[src/rtl/core/nfeg_pkg.sv]
// Package for the noise floor event gate: field widths, register codes,
// reset values, rule constants and the shared struct types. No dependencies.
package nfeg_pkg;

  // Field widths
  localparam int LVL_W   = 15;  // Q7.8 levels and floors
  localparam int RATE_W  = 16;  // Q0.16 tracking rate
  localparam int SUS_W   = 16;  // milliseconds
  localparam int SCORE_W = 7;   // whole-number scores
  localparam int ACT_W   = 3;   // modality count

  // Configuration port
  localparam int CFG_IDX_W  = 3;
  localparam int CFG_DATA_W = 16;

  typedef enum logic [CFG_IDX_W-1:0] {
    REG_ADAPT_RATE        = 3'd0,
    REG_ADAPT_MARGIN      = 3'd1,
    REG_FLOOR_MIN         = 3'd2,
    REG_FLOOR_MAX         = 3'd3,
    REG_MIN_SUSTAIN_MS    = 3'd4,
    REG_CONFIDENCE_CUTOFF = 3'd5,
    REG_LOUD_MARGIN       = 3'd6,
    REG_POP_PEAK_LEVEL    = 3'd7
  } cfg_idx_t;

  // Register reset values
  localparam logic [RATE_W-1:0]  RST_ADAPT_RATE        = 16'd655;
  localparam logic [LVL_W-1:0]   RST_ADAPT_MARGIN      = 15'd6400;
  localparam logic [LVL_W-1:0]   RST_FLOOR_MIN         = 15'd1280;
  localparam logic [LVL_W-1:0]   RST_FLOOR_MAX         = 15'd15360;
  localparam logic [SUS_W-1:0]   RST_MIN_SUSTAIN_MS    = 16'd250;
  localparam logic [SCORE_W-1:0] RST_CONFIDENCE_CUTOFF = 7'd90;
  localparam logic [LVL_W-1:0]   RST_LOUD_MARGIN       = 15'd11520;
  localparam logic [SCORE_W-1:0] RST_POP_PEAK_LEVEL    = 7'd70;

  // Floor reset values
  localparam logic [LVL_W-1:0] RST_MIC_FLOOR  = 15'd5120;  // 20.0
  localparam logic [LVL_W-1:0] RST_GAME_FLOOR = 15'd3840;  // 15.0

  // Fixed decision constants
  localparam logic [ACT_W-1:0]   MULTI_MODAL_MIN     = 3'd2;
  localparam logic [SCORE_W-1:0] POP_REACTION_LIMIT  = 7'd30;
  localparam logic [SCORE_W-1:0] BLIP_SPIKE_LEVEL    = 7'd50;
  localparam logic [LVL_W-1:0]   BLIP_MIC_LIMIT      = 15'd6400;  // 25.0
  localparam logic [LVL_W-1:0]   BLIP_GAME_MARGIN    = 15'd3840;  // 15.0
  localparam logic [SCORE_W-1:0] WEAK_REACTION_LIMIT = 7'd35;

  typedef struct packed {
    logic [RATE_W-1:0]  adapt_rate;
    logic [LVL_W-1:0]   adapt_margin;
    logic [LVL_W-1:0]   floor_min;
    logic [LVL_W-1:0]   floor_max;
    logic [SUS_W-1:0]   min_sustain_ms;
    logic [SCORE_W-1:0] confidence_cutoff;
    logic [LVL_W-1:0]   loud_margin;
    logic [SCORE_W-1:0] pop_peak_level;
  } cfg_t;

  typedef struct packed {
    logic [LVL_W-1:0]   mic_level;
    logic [LVL_W-1:0]   game_level;
    logic [SCORE_W-1:0] mic_peak;
    logic [SCORE_W-1:0] reaction_score;
    logic [SCORE_W-1:0] game_spike;
    logic [SCORE_W-1:0] confidence;
    logic               kill_feed;
    logic [SUS_W-1:0]   sustained_ms;
    logic [ACT_W-1:0]   active_modalities;
  } item_t;

endpackage

[src/rtl/core/nfeg_gate.sv]
// Reject decision for one snapshot against the floors held before its update.
// Depends on nfeg_pkg.
module nfeg_gate (
  input  nfeg_pkg::item_t            item,
  input  logic [nfeg_pkg::LVL_W-1:0] mic_floor,
  input  logic [nfeg_pkg::LVL_W-1:0] game_floor,
  input  nfeg_pkg::cfg_t             cfg,
  output logic                       reject
);
  import nfeg_pkg::*;

  logic           protect;
  logic           sustained;
  logic [LVL_W:0] loud_sum;
  logic [LVL_W:0] blip_sum;
  logic           way_above;
  logic           pop;
  logic           blip;
  logic           faint;

  // Corroborated, kill-feed and high-confidence items always pass
  assign protect = (item.active_modalities >= MULTI_MODAL_MIN) || item.kill_feed ||
                   (item.confidence >= cfg.confidence_cutoff);

  assign sustained = item.sustained_ms >= cfg.min_sustain_ms;
  assign loud_sum  = {1'b0, mic_floor} + {1'b0, cfg.loud_margin};
  assign way_above = {1'b0, item.mic_level} > loud_sum;

  // Transient pop: loud peak, short, no reaction build-up
  assign pop = (item.mic_peak > cfg.pop_peak_level) && !sustained &&
               (item.reaction_score < POP_REACTION_LIMIT);

  // Lone game blip: game spike with quiet mic and game near its floor
  assign blip_sum = {1'b0, game_floor} + {1'b0, BLIP_GAME_MARGIN};
  assign blip = (item.game_spike > BLIP_SPIKE_LEVEL) &&
                (item.mic_level < BLIP_MIC_LIMIT) &&
                ({1'b0, item.game_level} < blip_sum);

  // Faint blip near the floor
  assign faint = !sustained && !way_above && (item.reaction_score < WEAK_REACTION_LIMIT);

  assign reject = !protect && (pop || blip || faint);

endmodule

[config.mk]
export PLATFORM = sky130hd
export DESIGN_NAME = nfeg_gate
export DESIGN_NICKNAME = d
export VERILOG_FILES = /design/src/rtl/core/nfeg_pkg.sv /design/src/rtl/core/nfeg_gate.sv
export SDC_FILE = /design/constraint.sdc
export NUM_CORES = 1
export LEC_CHECK = 0
export BUFFER_PORTS_ARGS = -buffer_cell sky130_fd_sc_hd__buf_2
export CORE_AREA = 2 2 106 67
export DETAILED_ROUTE_END_ITERATION = 16
export DIE_AREA = 0 0 108 69
export PLACE_DENSITY_LB_ADDON = 0.1
export RECOVER_POWER = 100
export SLEW_MARGIN = 10
export SYNTH_ARGS = -nofsm -noshare
export SYNTH_HDL_FRONTEND = slang
export SYNTH_SLANG_ARGS = --single-unit
[constraint.sdc]
create_clock -name vclk -period 4.75
set_input_delay 0.475 -clock vclk [all_inputs]
set_output_delay 0.475 -clock vclk [all_outputs]
set_load 0.01 [all_outputs]
==> flow_summary.yaml, run 1 <==
outcome:
  run_status: "finished clean"
critical_path:
  timing.critical_path.max_delay_family: "compound AO/OA/AOI/OAI gates"
  worst_setup_path_startpoint: "mic_floor[0]"
  critical_path_class: "in -> out"
  crit_path_top_delay_cell: "sky130_fd_sc_hd__nor4_1"
  cp_cell_sequence: "buf_2 -> ha_1 -> fa_1 -> a21oi_1 -> o211ai_1 -> a21o_1 -> a21oi_1 -> o21ai_0 -> xnor2_1 -> ha_1 -> nand4_1 -> nor4_1 -> nor4_1 -> a31o_1 -> o21ai_0 -> clkbuf_2"
  timing.critical_path.arrival_ps: 3880
  start_kind: "input port"
  critical_path.n_buffers_inverters: 2
  timing.critical_path.fanout_max: 4
  crit_path_max_incr_delay_ps: 410
  worst-endpoint-required_ps: 4280
  critPathCaptureType: "output port"
sta:
  final_hold_viol_count: 0
  final-max-slew-violation-count: 0
  timing.final.crit_share_pct: 91.8
  setup_viol: 0
  finalCriticalPeriod_ps: 4360
  slew_at_the_pin_with_the_worst_max_slew_slack_ps: 385
  timing.setup.tns_ps: 0
  max_fclk_ghz: 0.229
  relSlewSlack_pct: 73.7
  unrepaired_setup_endpoints_after_global_routing: "no"
power_and_ir_drop:
  total_leakage_power_nw: 1.76
  design_power_total_mw: 0.314
  power_per_cell_area_mw_per_mm2: 102
  max_vdd_drop_uv: 49.9
place:
  gpl.final_weighted_congestion: 0.822
  dpl.cell_count: 532
  io_buffer_count: 153
  dpl.hpwl_mm: 6.09
synthesis:
  syn-num-nets: 582
  avgSynthCellArea_um2: 7.54
  mappedNetlistArea_mm2: 0.00220
  post_synth_inst_count: 292
  synth-seq-area-share_pct: 0
  synthesis.yosys.warnings: 0
  synthDistinctLibCells: 39
cells_and_area:
  clock_buffer_count: 0
  mostFrequentLayoutCell: "sky130_fd_sc_hd__buf_2"
  nets: 737
  flops_and_latches: 0
  fin_cells: 532
  final_layout_size_suffix_gt1_share_pct: 35.3
  layout.core_utilization_pct: 47.5
  final_cell_mix: "sky130_fd_sc_hd__buf_2, sky130_fd_sc_hd__ha_1, sky130_fd_sc_hd__inv_1, sky130_fd_sc_hd__a21oi_1, sky130_fd_sc_hd__o21ai_0"
  layout.area.seq_um2: 0
  area.growth.synth_to_final_pct: 39.7
  diodes: 0
job:
  drv.max_cap_violation_count: 0
min_path:
  min-delay-path-class: "in -> out"
  min_from: "item[76]"
route:
  drt-total-wl_mm: 6.47
  drt_iter0_markers: 80
  vias_per_cell: 4.74
  remaining_drc_errors: 0
  wl_per_cell_um: 12.2
  antenna_viol_nets_final: 0
  vias: 2523
  first_pass_iters: 4
cts:
  cts_setup_buffers: 0
  cts_hold_repair.buffers: 0
  cts.repair.resized: 0
floorplan:
  chipHeight_um: 69
  core-area_mm2: 0.00647
  io-pin-count: 215
  std_cell_rows: 23
  die_w_um: 108
  design.die.area_mm2: 0.00745
  initial_util_pct: 34.0
global_routing:
  first_global_vias: 2392
  overflow: 0
  grt_pass1_wl_mm: 10.6
  global_route.usage.total_pct: 16.4
  number_of_antenna_violations_at_the_first_check_in_global_routing: 0
  grt_start_max_net_pins: 7
[power breakdown]
group          internal [mW]  switching, mW  leakage, nW
Combinational          0.160          0.154         1.76
Clock                      0              0            0
Sequential                 0              0            0
[worst min-delay path: stages]
cell	delay, ps
sky130_fd_sc_hd__buf_2	90
sky130_fd_sc_hd__or4_1	100
sky130_fd_sc_hd__a21oi_1	30
sky130_fd_sc_hd__o21ai_0	80
sky130_fd_sc_hd__o21ai_0	90
sky130_fd_sc_hd__clkbuf_2	140
[layer usage]
layer  track usage (%)  share of wire [%]
met3             0.662                6.0
met1              25.2                 53
met2              26.8                 41
met4                 0                  0
met5                 0                  0
[cells in the mapped netlist (all sizes together)]
cell type / count / share of area [%]
or4: 2 / 0.85
a41oi: 1 / 0.40
nand4: 10 / 2.8
xnor2: 12 / 4.8
a311oi: 1 / 0.40
inv: 48 / 8.2
a21o: 10 / 3.5
fa: 1 / 0.91
a2111oi: 2 / 0.80
o31ai: 1 / 0.34
nand2: 10 / 1.7
a31o: 1 / 0.40
nand2b: 5 / 1.4
o211ai: 8 / 2.7
nor2: 10 / 1.7
nor4: 4 / 1.1
or3: 2 / 0.57
a22oi: 1 / 0.34
o21ai: 21 / 4.8
o311ai: 1 / 0.40
xor2: 5 / 2.0
a21bo: 1 / 0.45
o21a: 3 / 1.0
a211oi: 8 / 3.0
o21bai: 2 / 0.68
nor2b: 5 / 1.4
a31oi: 1 / 0.28
a211o: 3 / 1.2
o311a: 1 / 0.45
nor4b: 1 / 0.40
o2111ai: 1 / 0.40
a21oi: 24 / 5.5
nor3: 3 / 0.68
nand3: 8 / 1.8
ha: 75 / 43
[stage by stage]
step	area (um^2)	worst slack, ps	hold slack (ps)
3_5_place_dp	3080	424	1500
5_1_grt	3080	59.9	1550
2_1_floorplan	2200	1100	1240
4_1_cts	3080	411	1490
3_3_place_gp	3080	431	1470
6_report	3080	392	1480
[area by class of cell]
type | instances | area, um^2
inverter | 48 | 180
tap | 87 | 109
fill | 676 | 3400
timing repair buffer | 153 | 766
multi-input combinational | 244 | 2020
[worst paths after layout]
kind                  endpoint  slack, ps  cells past startpoint
worst max-delay path    reject        390                     16
worst min-delay path    reject       1480                      6
[cells by family after synthesis]
| family | synth area share, % |
|---|---|
| buf+inv | 8.19 |
| compound gates | 26.9 |
| fa+ha+maj | 43.5 |
| xor+xnor | 6.77 |
| simple gates | 14.6 |
Note: power is estimated with default switching activity, not from simulation.
==> inputs of run 2 (changes only) <==
REMOVE_ABC_BUFFERS = 1   (was default)
clock period = 5.4 ns   (was 4.75 ns; I/O delays follow)
==> run 2 against run 1 <==
Setup slack improved by 490 ps. Count of clock-buffer cells in the layout is the same. Global-route usage shrank 0.20 points. First-iteration DRC count shrank 5.0%. Critical path depth did not move. Die area unchanged. Largest power group unchanged.
==> flow_summary.yaml, run 2 (synthesis results as in run 1) <==
place:
  dpl.hpwl_mm: 5.98
  dp_slack_ps: 915
  gpl.final_weighted_congestion: 0.823
  dpl.cell_count: 532
  io_buffer_count: 153
  post_place_cell_area_mm2: 0.00308
critical_path:
  critPathCaptureType: "output port"
  timing.critical_path.arrival_ps: 3980
  worst-endpoint-required_ps: 4860
  timing.critical_path.max_delay_family: "compound AO/OA/AOI/OAI gates"
  cp_cell_sequence: "buf_2 -> ha_1 -> fa_1 -> a21oi_1 -> o211ai_1 -> a21o_1 -> a21oi_1 -> o21ai_0 -> xnor2_1 -> ha_1 -> nand4_1 -> nor4_1 -> nor4_1 -> a31o_1 -> o21ai_0 -> clkbuf_1"
  critical_path.n_buffers_inverters: 2
  critical_path_class: "in -> out"
  crit_path_top_delay_cell: "sky130_fd_sc_hd__fa_1"
  crit_path_max_incr_delay_ps: 410
  timing.critical_path.fanout_max: 4
  start_kind: "input port"
cells_and_area:
  mostFrequentLayoutCell: "sky130_fd_sc_hd__buf_2"
  final_cell_mix: "sky130_fd_sc_hd__buf_2, sky130_fd_sc_hd__ha_1, sky130_fd_sc_hd__inv_1, sky130_fd_sc_hd__a21oi_1, sky130_fd_sc_hd__o21ai_0"
  clock_buffer_count: 0
  diodes: 0
  final_layout_size_suffix_gt1_share_pct: 35.1
  layout.area.seq_um2: 0
  flops_and_latches: 0
  area_of_all_placed_cells_without_fillers_mm2: 0.00307
  nets: 737
  area.growth.synth_to_final_pct: 39.7
  n_fill_cell: 660
  fin_cells: 532
cts:
  cts_setup_buffers: 0
  cts.repair.resized: 0
  cts_hold_repair.buffers: 0
sta:
  max_fclk_ghz: 0.221
  timing.final.crit_share_pct: 83.7
  final_hold_viol_count: 0
  worst_slack_ps: 878
  timing.setup.tns_ps: 0
  final-max-slew-violation-count: 0
  setup_viol: 0
  slew_at_the_pin_with_the_worst_max_slew_slack_ps: 497
  relSlewSlack_pct: 66.0
  finalCriticalPeriod_ps: 4520
  unrepaired_setup_endpoints_after_global_routing: "no"
route:
  vias: 2521
  wl_per_cell_um: 11.9
  drt_iter0_markers: 76
  antenna_viol_nets_final: 0
  vias_per_cell: 4.74
  first_pass_iters: 4
  remaining_drc_errors: 0
  drt-total-wl_mm: 6.33
global_routing:
  number_of_antenna_violations_at_the_first_check_in_global_routing: 0
  first_global_vias: 2422
  grt_start_max_net_pins: 7
  global_route.usage.total_pct: 16.2
  overflow: 0
  grt_pass1_wl_mm: 10.5
floorplan:
  chipHeight_um: 69
  core-area_mm2: 0.00647
  initial_util_pct: 34.0
  die_w_um: 108
  io-pin-count: 215
  std_cell_rows: 23
  design.die.area_mm2: 0.00745
power_and_ir_drop:
  power_switching_mw: 0.135
  design_power_total_mw: 0.275
  intPower_mw: 0.140
  power.share.clock_pct: 0
  total_leakage_power_nw: 1.76
  seqPwrFrac_pct: 0
  sw_frac_of_total_pct: 49.0
  power_per_cell_area_mw_per_mm2: 89.5
  combPwrFrac_pct: 100.0
  max_vdd_drop_uv: 45.2
min_path:
  min_from: "item[76]"
  min-delay-path-class: "in -> out"
  min_delay_path_depth: 6
  timing.hold.worst_endpoint: "reject"
job:
  drv.max_cap_violation_count: 0
outcome:
  run_status: "finished clean"
-- run 2: area by class of cell --
cell class	count	area (um^2)	share of cell area, %
Inverter	48	180	5.86
Multi-Input combinational cell	244	2020	65.7
Tap cell	87	109	3.54
Timing Repair Buffer	153	764	24.9
-- run 2: stage by stage --
stage	hold slack, ps	utilization (%)
after global routing	1680	47.5
final	1610	47.5
after detailed placement	1610	47.5
after global placement	1600	47.5
after CTS	1610	47.5
after floorplan	1370	-
-- run 2: worst max-delay path by stage --
stage / from / endpoint / slack [ps] / cells past startpoint
2_1_floorplan: mic_floor[0] / reject / 1620 / 14
3_3_place_gp: mic_floor[0] / reject / 950 / 16
3_5_place_dp: mic_floor[0] / reject / 920 / 16
4_1_cts: mic_floor[0] / reject / 900 / 16
5_1_grt: mic_floor[0] / reject / 530 / 16
6_report: mic_floor[0] / reject / 880 / 16
-- run 2: worst min-delay path, delay by kind of cell --
kind / cells / cell delay, ps
buf+inv: 2 / 240
compound gates: 3 / 190
simple gates: 1 / 100
-- run 2: layer usage --
layer / track usage (%) / vias to the layer above / wire [um]
li1: - / 1391 / -
met3: 0.757 / 0 / 389
met1: 24.7 / 1051 / 3270
met2: 26.6 / 79 / 2670
met5: 0 / - / 0
met4: 0 / 0 / 0
-- run 2: power groups by stage --
| stage | clock network (mW) | logic [mW] | registers (mW) |
|---|---|---|---|
| after floorplan | 0 | 0.175 | 0 |
| after global placement | 0 | 0.272 | 0 |
| after detailed placement | 0 | 0.276 | 0 |
| after CTS | 0 | 0.278 | 0 |
| after global routing | 0 | 0.320 | 0 |
| final | 0 | 0.275 | 0 |
