<file path="src/rtl/core/nfeg_pkg.sv">
// Package for the noise floor event gate: field widths, register codes,
// reset values, rule constants and the shared struct types. No dependencies.
package nfeg_pkg;

  // Field widths
  localparam int LVL_W   = 15;  // Q7.8 levels and floors
  localparam int RATE_W  = 16;  // Q0.16 tracking rate
  localparam int SUS_W   = 16;  // milliseconds
  localparam int SCORE_W = 7;   // whole-number scores
  localparam int ACT_W   = 3;   // modality count

  // Configuration port
  localparam int CFG_IDX_W  = 3;
  localparam int CFG_DATA_W = 16;

  typedef enum logic [CFG_IDX_W-1:0] {
    REG_ADAPT_RATE        = 3'd0,
    REG_ADAPT_MARGIN      = 3'd1,
    REG_FLOOR_MIN         = 3'd2,
    REG_FLOOR_MAX         = 3'd3,
    REG_MIN_SUSTAIN_MS    = 3'd4,
    REG_CONFIDENCE_CUTOFF = 3'd5,
    REG_LOUD_MARGIN       = 3'd6,
    REG_POP_PEAK_LEVEL    = 3'd7
  } cfg_idx_t;

  // Register reset values
  localparam logic [RATE_W-1:0]  RST_ADAPT_RATE        = 16'd655;
  localparam logic [LVL_W-1:0]   RST_ADAPT_MARGIN      = 15'd6400;
  localparam logic [LVL_W-1:0]   RST_FLOOR_MIN         = 15'd1280;
  localparam logic [LVL_W-1:0]   RST_FLOOR_MAX         = 15'd15360;
  localparam logic [SUS_W-1:0]   RST_MIN_SUSTAIN_MS    = 16'd250;
  localparam logic [SCORE_W-1:0] RST_CONFIDENCE_CUTOFF = 7'd90;
  localparam logic [LVL_W-1:0]   RST_LOUD_MARGIN       = 15'd11520;
  localparam logic [SCORE_W-1:0] RST_POP_PEAK_LEVEL    = 7'd70;

  // Floor reset values
  localparam logic [LVL_W-1:0] RST_MIC_FLOOR  = 15'd5120;  // 20.0
  localparam logic [LVL_W-1:0] RST_GAME_FLOOR = 15'd3840;  // 15.0

  // Fixed decision constants
  localparam logic [ACT_W-1:0]   MULTI_MODAL_MIN     = 3'd2;
  localparam logic [SCORE_W-1:0] POP_REACTION_LIMIT  = 7'd30;
  localparam logic [SCORE_W-1:0] BLIP_SPIKE_LEVEL    = 7'd50;
  localparam logic [LVL_W-1:0]   BLIP_MIC_LIMIT      = 15'd6400;  // 25.0
  localparam logic [LVL_W-1:0]   BLIP_GAME_MARGIN    = 15'd3840;  // 15.0
  localparam logic [SCORE_W-1:0] WEAK_REACTION_LIMIT = 7'd35;

  typedef struct packed {
    logic [RATE_W-1:0]  adapt_rate;
    logic [LVL_W-1:0]   adapt_margin;
    logic [LVL_W-1:0]   floor_min;
    logic [LVL_W-1:0]   floor_max;
    logic [SUS_W-1:0]   min_sustain_ms;
    logic [SCORE_W-1:0] confidence_cutoff;
    logic [LVL_W-1:0]   loud_margin;
    logic [SCORE_W-1:0] pop_peak_level;
  } cfg_t;

  typedef struct packed {
    logic [LVL_W-1:0]   mic_level;
    logic [LVL_W-1:0]   game_level;
    logic [SCORE_W-1:0] mic_peak;
    logic [SCORE_W-1:0] reaction_score;
    logic [SCORE_W-1:0] game_spike;
    logic [SCORE_W-1:0] confidence;
    logic               kill_feed;
    logic [SUS_W-1:0]   sustained_ms;
    logic [ACT_W-1:0]   active_modalities;
  } item_t;

endpackage

</file>
<file path="src/rtl/core/nfeg_cfg.sv">
// Configuration register bank, written through a plain indexed write port.
// Depends on nfeg_pkg.
module nfeg_cfg (
  input  logic                          clk,
  input  logic                          rst_n,
  input  logic                          cfg_we,
  input  logic [nfeg_pkg::CFG_IDX_W-1:0]  cfg_index,
  input  logic [nfeg_pkg::CFG_DATA_W-1:0] cfg_wdata,
  output nfeg_pkg::cfg_t                cfg
);
  import nfeg_pkg::*;

  cfg_t cfg_r;

  // Load reset values, then take one register per write
  always_ff @(posedge clk) begin
    if (!rst_n) begin
      cfg_r.adapt_rate        <= RST_ADAPT_RATE;
      cfg_r.adapt_margin      <= RST_ADAPT_MARGIN;
      cfg_r.floor_min         <= RST_FLOOR_MIN;
      cfg_r.floor_max         <= RST_FLOOR_MAX;
      cfg_r.min_sustain_ms    <= RST_MIN_SUSTAIN_MS;
      cfg_r.confidence_cutoff <= RST_CONFIDENCE_CUTOFF;
      cfg_r.loud_margin       <= RST_LOUD_MARGIN;
      cfg_r.pop_peak_level    <= RST_POP_PEAK_LEVEL;
    end else if (cfg_we) begin
      unique case (cfg_idx_t'(cfg_index))
        REG_ADAPT_RATE:        cfg_r.adapt_rate        <= cfg_wdata[RATE_W-1:0];
        REG_ADAPT_MARGIN:      cfg_r.adapt_margin      <= cfg_wdata[LVL_W-1:0];
        REG_FLOOR_MIN:         cfg_r.floor_min         <= cfg_wdata[LVL_W-1:0];
        REG_FLOOR_MAX:         cfg_r.floor_max         <= cfg_wdata[LVL_W-1:0];
        REG_MIN_SUSTAIN_MS:    cfg_r.min_sustain_ms    <= cfg_wdata[SUS_W-1:0];
        REG_CONFIDENCE_CUTOFF: cfg_r.confidence_cutoff <= cfg_wdata[SCORE_W-1:0];
        REG_LOUD_MARGIN:       cfg_r.loud_margin       <= cfg_wdata[LVL_W-1:0];
        REG_POP_PEAK_LEVEL:    cfg_r.pop_peak_level    <= cfg_wdata[SCORE_W-1:0];
      endcase
    end
  end

  assign cfg = cfg_r;

endmodule

</file>
<file path="config.mk">
export PLATFORM = sky130hd
export DESIGN_NAME = nfeg_cfg
export DESIGN_NICKNAME = d
export VERILOG_FILES = /design/src/rtl/core/nfeg_pkg.sv /design/src/rtl/core/nfeg_cfg.sv
export SDC_FILE = /design/constraint.sdc
export NUM_CORES = 1
export LEC_CHECK = 0
export BUFFER_PORTS_ARGS = -buffer_cell sky130_fd_sc_hd__buf_2
export CAP_MARGIN = 20
export CORE_AREA = 2 2 131 133
export CTS_CLUSTER_DIAMETER = 80
export DETAILED_ROUTE_END_ITERATION = 10
export DIE_AREA = 0 0 133 135
export MAX_ROUTING_LAYER = met4
export RECOVER_POWER = 25
export SYNTH_ARGS = -nofsm -noshare
export SYNTH_HDL_FRONTEND = slang
export SYNTH_SLANG_ARGS = --single-unit
</file>
<file path="constraint.sdc">
create_clock -name clk -period 2 [get_ports clk]
set_input_delay 0.4 -clock clk [delete_from_list [all_inputs] [get_ports clk]]
set_output_delay 0.4 -clock clk [all_outputs]
set_load 0.02 [all_outputs]
</file>
==> results of run 1 <==
[layer usage]
layer	GRT usage	share of wire
met5	-	0
met4	0.04122	0.015
met3	0.03716	0.045
met2	0.2271	0.48
met1	0.1680	0.46
[cell type report]
type	count	share of cell area
Clock buffer	14	0.04820
Sequential cell	106	0.4027
Tap cell	220	0.05223
Timing Repair Buffer	142	0.1443
Multi-Input combinational cell	252	0.3412
Clock inverter	2	0.01140
[cell usage after synthesis, drive strengths merged]
master / count
and4b: 1
buf: 17
clkbuf: 13
dfxtp: 106
mux2i: 106
nand2: 90
nand4: 1
nand4b: 3
nand4bb: 1
nor2b: 46
nor4b: 1
nor4bb: 2
or4b: 1
[logic make-up (layout without fill, tap and decap cells)]
group         after synthesis  in the layout  share of synthesized area
buf+inv                    30            158                    0.03875
flops                     106            106                     0.5215
mux                       106            106                     0.2608
simple gates              146            146                     0.1790
[final timing paths]
kind / startpoint / endpoint / slack (ns) / depth (start not counted)
worst max-delay path: cfg_index[1] / cfg[80] / 0.56 / 4
worst min-delay path: cfg_wdata[9] / cfg[99] / 0.33 / 3
worst max register to register: cfg[2] / cfg[2] / 1.35 / 2
worst min register to register: cfg[82] / cfg[82] / 0.45 / 2
[worst max-delay path, delay by kind of cell]
family / cells / cell delay, ns
AND/OR/NAND/NOR: 1 / 0.60
buffers and inverters: 2 / 0.48
multiplexers: 1 / 0.21
[power groups by stage]
| stage | logic [W] | registers [W] | clock network, W |
|---|---|---|---|
| final | 0.000362 | 0.00218 | 0.00190 |
| after floorplan | 0.000171 | 0.00229 | 0 |
| after global placement | 0.000368 | 0.00223 | 0 |
| after CTS | 0.000378 | 0.00218 | 0.00196 |
| after detailed placement | 0.000377 | 0.00223 | 0 |
| after global routing | 0.000392 | 0.00219 | 0.00206 |
[metrics by stage]
step	hold WS [ns]	utilization
detailed placement	0.4434	0.3050
finish	0.3260	0.3212
global route	0.3455	0.3212
floorplan	0.5332	-
global placement	0.4420	0.3050
CTS	0.3126	0.3242
[placed cells by master, fill, tap and decap left out]
master / netlist / layout
nor4b_1: 0 / 1
nor2b_1: 46 / 46
and4b_1: 1 / 1
clkbuf_8: 0 / 1
buf_4: 3 / 5
dfxtp_1: 106 / 106
clkbuf_1: 13 / 10
clkbuf_2: 0 / 3
bufinv_16: 0 / 2
nor4bb_4: 0 / 1
nand4_1: 1 / 1
nand4b_1: 3 / 3
nor4bb_1: 2 / 1
nand2_1: 90 / 90
buf_12: 0 / 3
buf_2: 9 / 125
nand4bb_1: 1 / 1
clkbuf_16: 0 / 9
or4b_4: 1 / 1
mux2i_1: 106 / 106
==> metrics.cfg, run 1 <==
[detailed_routing]
wirelength_mm = 11.80
wl_per_cell_um = 16.03
drc = 0
vias = 3081
initialDrtViolationCount = 92
routed_via_density = 4.186
drtAntennaViolNets = 0
dr.pass1.iters = 4

[global_routing]
antenna_found_initial = 0
grt_max_degree = 37
track_usage = 0.1387
grt_pass1_vias = 3152
grt_first_pass_wirelength_mm = 18.06
grt.overflow.total = 0

[cts]
cts_buffers = 9
post_cts_buffers = 0
cts_num_sinks = 106
clockRootBuffer = clkbuf_16
cts_resized = 0
cts_hold_buf = 0
clockBufferDepth = 2
clk_pin_slew_ns = 0.07
htreeDepth = 3
clk_latency_ns = 0.34
cts_tree = built

[logic_synthesis]
synth_nets = 410
netlist_instances = 388
synth.top_cells.by_area = dfxtp_1 (52%), mux2i_1 (26%), nand2_1 (8.3%)
synth_area_leader_cell = dfxtp_1
ys_types = 16
yosysSeqAreaShare = 0.5215
mappedNetlistArea_sq_mm = 0.004069
avgSynthCellArea_sq_um = 10.49
ys_ff_latch = 106
yosysWarnings = 0
yosysTopAreaCellShare = 0.5215

[final_layout]
fin_cells = 736
drive_gt1_frac = 0.2907
fin_area_sq_mm = 0.005270
largest_reg_flops = 106
synthToLayoutAreaGrowth_pct = 29.52
multi_input_area_sq_mm = 0.001798
nets = 533
fill_cells = 1684
n_antenna_cell = 0
seqCellArea_sq_mm = 0.002122

[sta]
slew_violations = 0
rsz0062_at_grt = false
worst_slack_ns = 0.5643
period_needed_ns = 1.436
final_hold_viol_count = 0
fin_skew_ns = 0
maxSlewHeadroom = 0.5248
post-route-period-util = 0.7179
fmax_mhz = 696.5
setup_viol = 0
tightest_slew_ns = 0.7128
finalSetupTns_ns = 0

[worst_setup_path]
crit_required_ns = 2.27
crit_path_end_kind = flip-flop
critical_path_class = in -> reg
cp_max_fo = 15
cp-start-kind = primary input
crit_chain = clkbuf_1, nor4bb_1, buf_12, mux2i_1
critPathArrivalTime_ns = 1.70
crit_path_max_incr_delay_ns = 0.60
cp_slowest_cell = nor4bb_1

[power_and_ir_drop]
switchingPower_w = 0.001021
power_density_mw_per_mm2 = 843.6
ir_worst_vdd_mv = 0.4256
leakage_nw = 2.568
power_w = 0.004446
p_clk_frac = 0.428
p_int_w = 0.003425
power_frac_seq = 0.491
pwr-share-comb = 0.081
swShare = 0.2297

[floorplan]
std_cell_rows = 47
die_x_um = 133
die_y_um = 135
initial_core_util = 0.2480
coreArea_sq_mm = 0.01641
die_area_sq_mm = 0.01796
ioPinCount = 128

[placed_design]
place_ws_ns = 0.3895
routabilityCongestion = 0.7559
place.port_buffers = 127
hpwl_mm = 8.675
dp.cells = 720
placed_cell_area_sq_mm = 0.005005

[outcome]
outcome = finished, final reports clean

[min_path]
hold_class = in -> reg

[flow_run]
maxCapViolations = 0

No activity file was read; power rests on OpenSTA's default activity.
==> run 2, diff against run 1 <==
Clock period 2 ns to 1.4 ns, I/O delays scaled along.
==> metrics.cfg, run 2 (synthesis gave the netlist of run 1 again) <==
[floorplan]
die_area_sq_mm = 0.01796  ; unchanged
die_x_um = 133  ; unchanged
initial_core_util = 0.2480  ; unchanged
ioPinCount = 128  ; unchanged
std_cell_rows = 47  ; unchanged
die_y_um = 135  ; unchanged
coreArea_sq_mm = 0.01641  ; unchanged

[final_layout]
layout_common_cells = buf_2 (125), mux2i_1 (106), dfxtp_1 (106)
largest_reg_flops = 106  ; unchanged
nets = 542  ; +1.7%
synthToLayoutAreaGrowth_pct = 32.10
fill_cells = 1696  ; +0.71%
layout_commonest_cell = buf_2
drive_gt1_frac = 0.3124  ; +0.02168
n_antenna_cell = 0  ; unchanged
multi_input_area_sq_mm = 0.001813  ; +0.84%
fin_cells = 745  ; +1.2%
fin_area_sq_mm = 0.005375  ; +2.0%
seqCellArea_sq_mm = 0.002122  ; unchanged

[sta]
rsz0062_at_grt = false
slew_violations = 0  ; unchanged
maxSlewHeadroom = 0.5207  ; -0.004108
fin_skew_ns = 0  ; unchanged
final_hold_viol_count = 0  ; unchanged
fin_hold_ws_ns = 0.1967  ; -0.1292 ns
worst_slack_ns = 0.1939  ; -0.3704 ns
fmax_mhz = 829.1
setup_viol = 0  ; unchanged
tightest_slew_ns = 0.7190  ; +0.006162 ns
post-route-period-util = 0.8615
period_needed_ns = 1.206

[worst_setup_path]
critPathArrivalTime_ns = 1.48  ; -0.22 ns
crit_path_end_kind = flip-flop
regToRegSetupSlack_ns = 0.75  ; -0.60 ns
crit_path_start = cfg_index[2]
r2r_cells = 2  ; unchanged
r2r-end = cfg[13]
crit_required_ns = 1.67  ; -0.60 ns
critical_path_class = in -> reg
cp_max_fo = 8  ; -7
r2r-start = cfg[13]
cp-start-kind = primary input

[detailed_routing]
vias = 3135  ; +1.8%
drc = 0  ; unchanged
wl_per_cell_um = 15.70  ; -2.1%
dr.pass1.iters = 4  ; unchanged
initialDrtViolationCount = 121  ; +32%
wirelength_mm = 11.70  ; -0.86%
drtAntennaViolNets = 0  ; unchanged
routed_via_density = 4.208  ; +0.52%

[cts]
cts_resized = 0  ; unchanged
post_cts_buffers = 0  ; unchanged
clk_pin_slew_ns = 0.07  ; about the same
htreeDepth = 3  ; unchanged
cts_hold_buf = 0  ; unchanged
clockRootBuffer = clkbuf_16
clk_latency_ns = 0.34  ; about the same
cts_num_sinks = 106  ; unchanged
cts_buffers = 9  ; unchanged
clockBufferDepth = 2  ; unchanged
cts_tree = built

[power_and_ir_drop]
swShare = 0.2465  ; +0.01685
pwr-share-comb = 0.087  ; +0.006
leakage_nw = 2.631  ; +2.5%
power_frac_seq = 0.500  ; +0.009
ir_worst_vdd_mv = 0.6776  ; +59%
power_w = 0.006230  ; +40%
switchingPower_w = 0.001536  ; +50%
p_int_w = 0.004695  ; +37%
power_density_mw_per_mm2 = 1159  ; +37%
p_clk_frac = 0.413  ; -0.015

[min_path]
whs_path_depth = 3  ; unchanged
hp-start = cfg_wdata[15]
hold_class = in -> reg
min_to = cfg[44]

[global_routing]
grt_pass1_vias = 3190  ; +1.2%
track_usage = 0.1369  ; -0.001848
grt_first_pass_wirelength_mm = 18.15  ; +0.46%
antenna_found_initial = 0  ; unchanged
grt.overflow.total = 0  ; unchanged
grt_max_degree = 57  ; +54%

[placed_design]
routabilityCongestion = 0.7467  ; -1.2%
hpwl_mm = 8.728  ; +0.61%
placed_cell_area_sq_mm = 0.005097  ; +1.9%
place.port_buffers = 127  ; unchanged
place_ws_ns = -0.01873  ; -0.4082 ns
dp.cells = 729  ; +1.3%

[outcome]
outcome = finished, final reports clean

[flow_run]
maxCapViolations = 0  ; unchanged

-- run 2: worst max path at each step --
stage	endpoint	slack [ns]	cells past startpoint
after floorplan	cfg[95]	-0.02	5
after global placement	cfg[54]	0.003	5
after detailed placement	cfg[102]	-0.02	3
after CTS	cfg[86]	0.20	1
after global routing	cfg[23]	0.11	5
final	cfg[6]	0.19	5
-- run 2: power groups by stage --
stage          registers, W  clock network [W]  logic, W
2_1_floorplan       0.00326                  0  0.000247
5_1_grt             0.00312            0.00277  0.000592
4_1_cts             0.00311            0.00266  0.000564
3_5_place_dp        0.00319                  0  0.000563
3_3_place_gp        0.00318                  0  0.000551
6_report            0.00312            0.00257  0.000545
-- run 2: layout make-up --
cell class                 count  share of cell area
timing repair buffer         151              0.1601
tap                          220             0.05121
clock buffer                   9             0.04190
multi-input combinational    252              0.3373
clock inverter                 7             0.01466
sequential                   106              0.3948
-- run 2: routing by layer --
metal	part of all wire	global-route usage
met5	0	-
met3	0.046	0.02778
met2	0.48	0.2211
met1	0.46	0.1718
met4	0.014	0.04540
-- run 2: stage by stage --
stage               utilization  setup TNS, ns
finish                   0.3276              0
global route             0.3276              0
CTS                      0.3292              0
detailed placement       0.3107        -0.1204
global placement         0.3107              0
floorplan                     -        -0.1788
-- run 2: worst max-delay path, stage by stage --
cell and delay [ns]:
buf_2 0.13, buf_4 0.16, nand4_1 0.09, clkbuf_1 0.56, mux2i_1 0.26
==> run 3, diff against run 2 <==
Settings changed: PLACE_DENSITY set to 0.46.
==> metrics.cfg, run 3 (synthesis gave the netlist of run 1 again) <==
[outcome]
outcome = finished, final reports clean

[floorplan]
die_area_sq_mm = 0.01796  ; unchanged
die_y_um = 135  ; unchanged
die_x_um = 133  ; unchanged
std_cell_rows = 47  ; unchanged
ioPinCount = 128  ; unchanged
initial_core_util = 0.2480  ; unchanged
coreArea_sq_mm = 0.01641  ; unchanged

[cts]
clk_latency_ns = 0.35  ; about the same
cts_num_sinks = 106  ; unchanged
cts_hold_buf = 0  ; unchanged
cts_resized = 0  ; unchanged
clk_pin_slew_ns = 0.07  ; about the same
htreeDepth = 3  ; unchanged
cts_buffers = 9  ; unchanged
post_cts_buffers = 0  ; unchanged
clockBufferDepth = 2  ; unchanged
clockRootBuffer = clkbuf_16
cts_tree = built

[detailed_routing]
drtAntennaViolNets = 0  ; unchanged
top_layer = met4
drc = 0  ; unchanged
wl_per_cell_um = 15.62  ; -0.51%
wirelength_mm = 11.72  ; +0.16%
met1Wirelength_mm = 5.464  ; +0.83%
initialDrtViolationCount = 132  ; +9.1%
routed_via_density = 4.195  ; -0.32%
met3_length_um = 590  ; +10%
route.met2.wl_mm = 5.478  ; -1.8%
vias = 3146  ; +0.35%
dr.pass1.iters = 4  ; unchanged

[placed_design]
routabilityCongestion = 0.7584  ; +1.6%
place.port_buffers = 127  ; unchanged
place_ws_ns = -0.04250  ; -0.02377 ns
placed_cell_area_sq_mm = 0.005152  ; +1.1%
hpwl_mm = 8.811  ; +0.95%
dp.cells = 733  ; +0.55%

[worst_setup_path]
critical_path_class = in -> reg
critPathArrivalTime_ns = 1.53  ; +0.05 ns
crit_required_ns = 1.68  ; about the same
cp-start-kind = primary input
cp_max_fo = 15  ; +7
crit_path_end_kind = flip-flop

[power_and_ir_drop]
leakage_nw = 2.608  ; -0.84%
ir_worst_vdd_mv = 0.5480  ; -19%
power_w = 0.006093  ; -2.2%
power_density_mw_per_mm2 = 1132  ; -2.3%

[final_layout]
fin_cells = 750  ; +0.67%
layout_commonest_cell = buf_2
nets = 546  ; +0.74%
largest_reg_flops = 106  ; unchanged
seqCellArea_sq_mm = 0.002122  ; unchanged
multi_input_area_sq_mm = 0.001798  ; -0.83%
layout_common_cells = buf_2 (124), mux2i_1 (106), dfxtp_1 (106)
synthToLayoutAreaGrowth_pct = 32.29
fill_cells = 1737  ; +2.4%
fin_area_sq_mm = 0.005383  ; +0.14%
drive_gt1_frac = 0.3062  ; -0.006143

[sta]
setup_viol = 0  ; unchanged
worst_slack_ns = 0.1486  ; -0.04526 ns
rsz0062_at_grt = false
fin_hold_ws_ns = 0.2072  ; +0.01041 ns
slew_violations = 0  ; unchanged
final_hold_viol_count = 0  ; unchanged
post-route-period-util = 0.8939  ; +0.03233
maxSlewHeadroom = 0.6138  ; +0.09309
period_needed_ns = 1.251  ; +0.04526 ns
tightest_slew_ns = 0.5793  ; -0.1396 ns
fin_skew_ns = 0  ; unchanged
fmax_mhz = 799.1  ; -3.6%

[global_routing]
track_usage = 0.1381  ; +0.001262
grt_pass1_vias = 3187  ; -0.094%
grt.overflow.total = 0  ; unchanged
grt_first_pass_wirelength_mm = 18.18  ; +0.19%
antenna_found_initial = 1  ; +1
grt_max_degree = 33  ; -42%

[min_path]
hold_class = in -> reg

[flow_run]
maxCapViolations = 0  ; unchanged

run 3: area by class of cell:
cell class              count  area share
flip-flops and latches    106      0.3942
multi-input cells         252      0.3340
repair buffers            155      0.1678
well taps                 220     0.05114
clock buffers              11     0.04510
clock inverters             5    0.007206
diodes                      1   0.0004649
run 3: final timing paths:
path	cells past startpoint	start	slack, ns	end
max	5	cfg_index[2]	0.15	cfg[83]
min	3	cfg_wdata[15]	0.21	cfg[44]
max reg2reg	2	cfg[32]	0.76	cfg[32]
min reg2reg	2	cfg[51]	0.46	cfg[51]
run 3: stage by stage:
stage	util	setup TNS, ns
final	0.3281	0
after global routing	0.3281	0
after CTS	0.3312	0
after detailed placement	0.3140	-0.6850
after global placement	0.3140	-0.5369
after floorplan	-	-0.1788
run 3: report_power, final:
group	total, W	internal [W]	leakage, nW	switching, W
clock network	0.00242	0.00126	0.124	0.00116
logic	0.000554	0.000221	1.62	0.000333
registers	0.00312	0.00308	0.859	0.0000351
total	0.00609	0.00456	2.61	0.00153
run 3: critical path, stage by stage:
cell and delay (ns):
clkbuf_1 0.16, buf_12 0.17, nor4bb_1 0.46, buf_12 0.24, mux2i_1 0.20
run 3: per-layer routing:
layer  up-vias  GRT usage
met3        14    0.03791
met5         -          -
met1      1490     0.1709
met2        84     0.2162
met4         0    0.05078
li1       1558          -
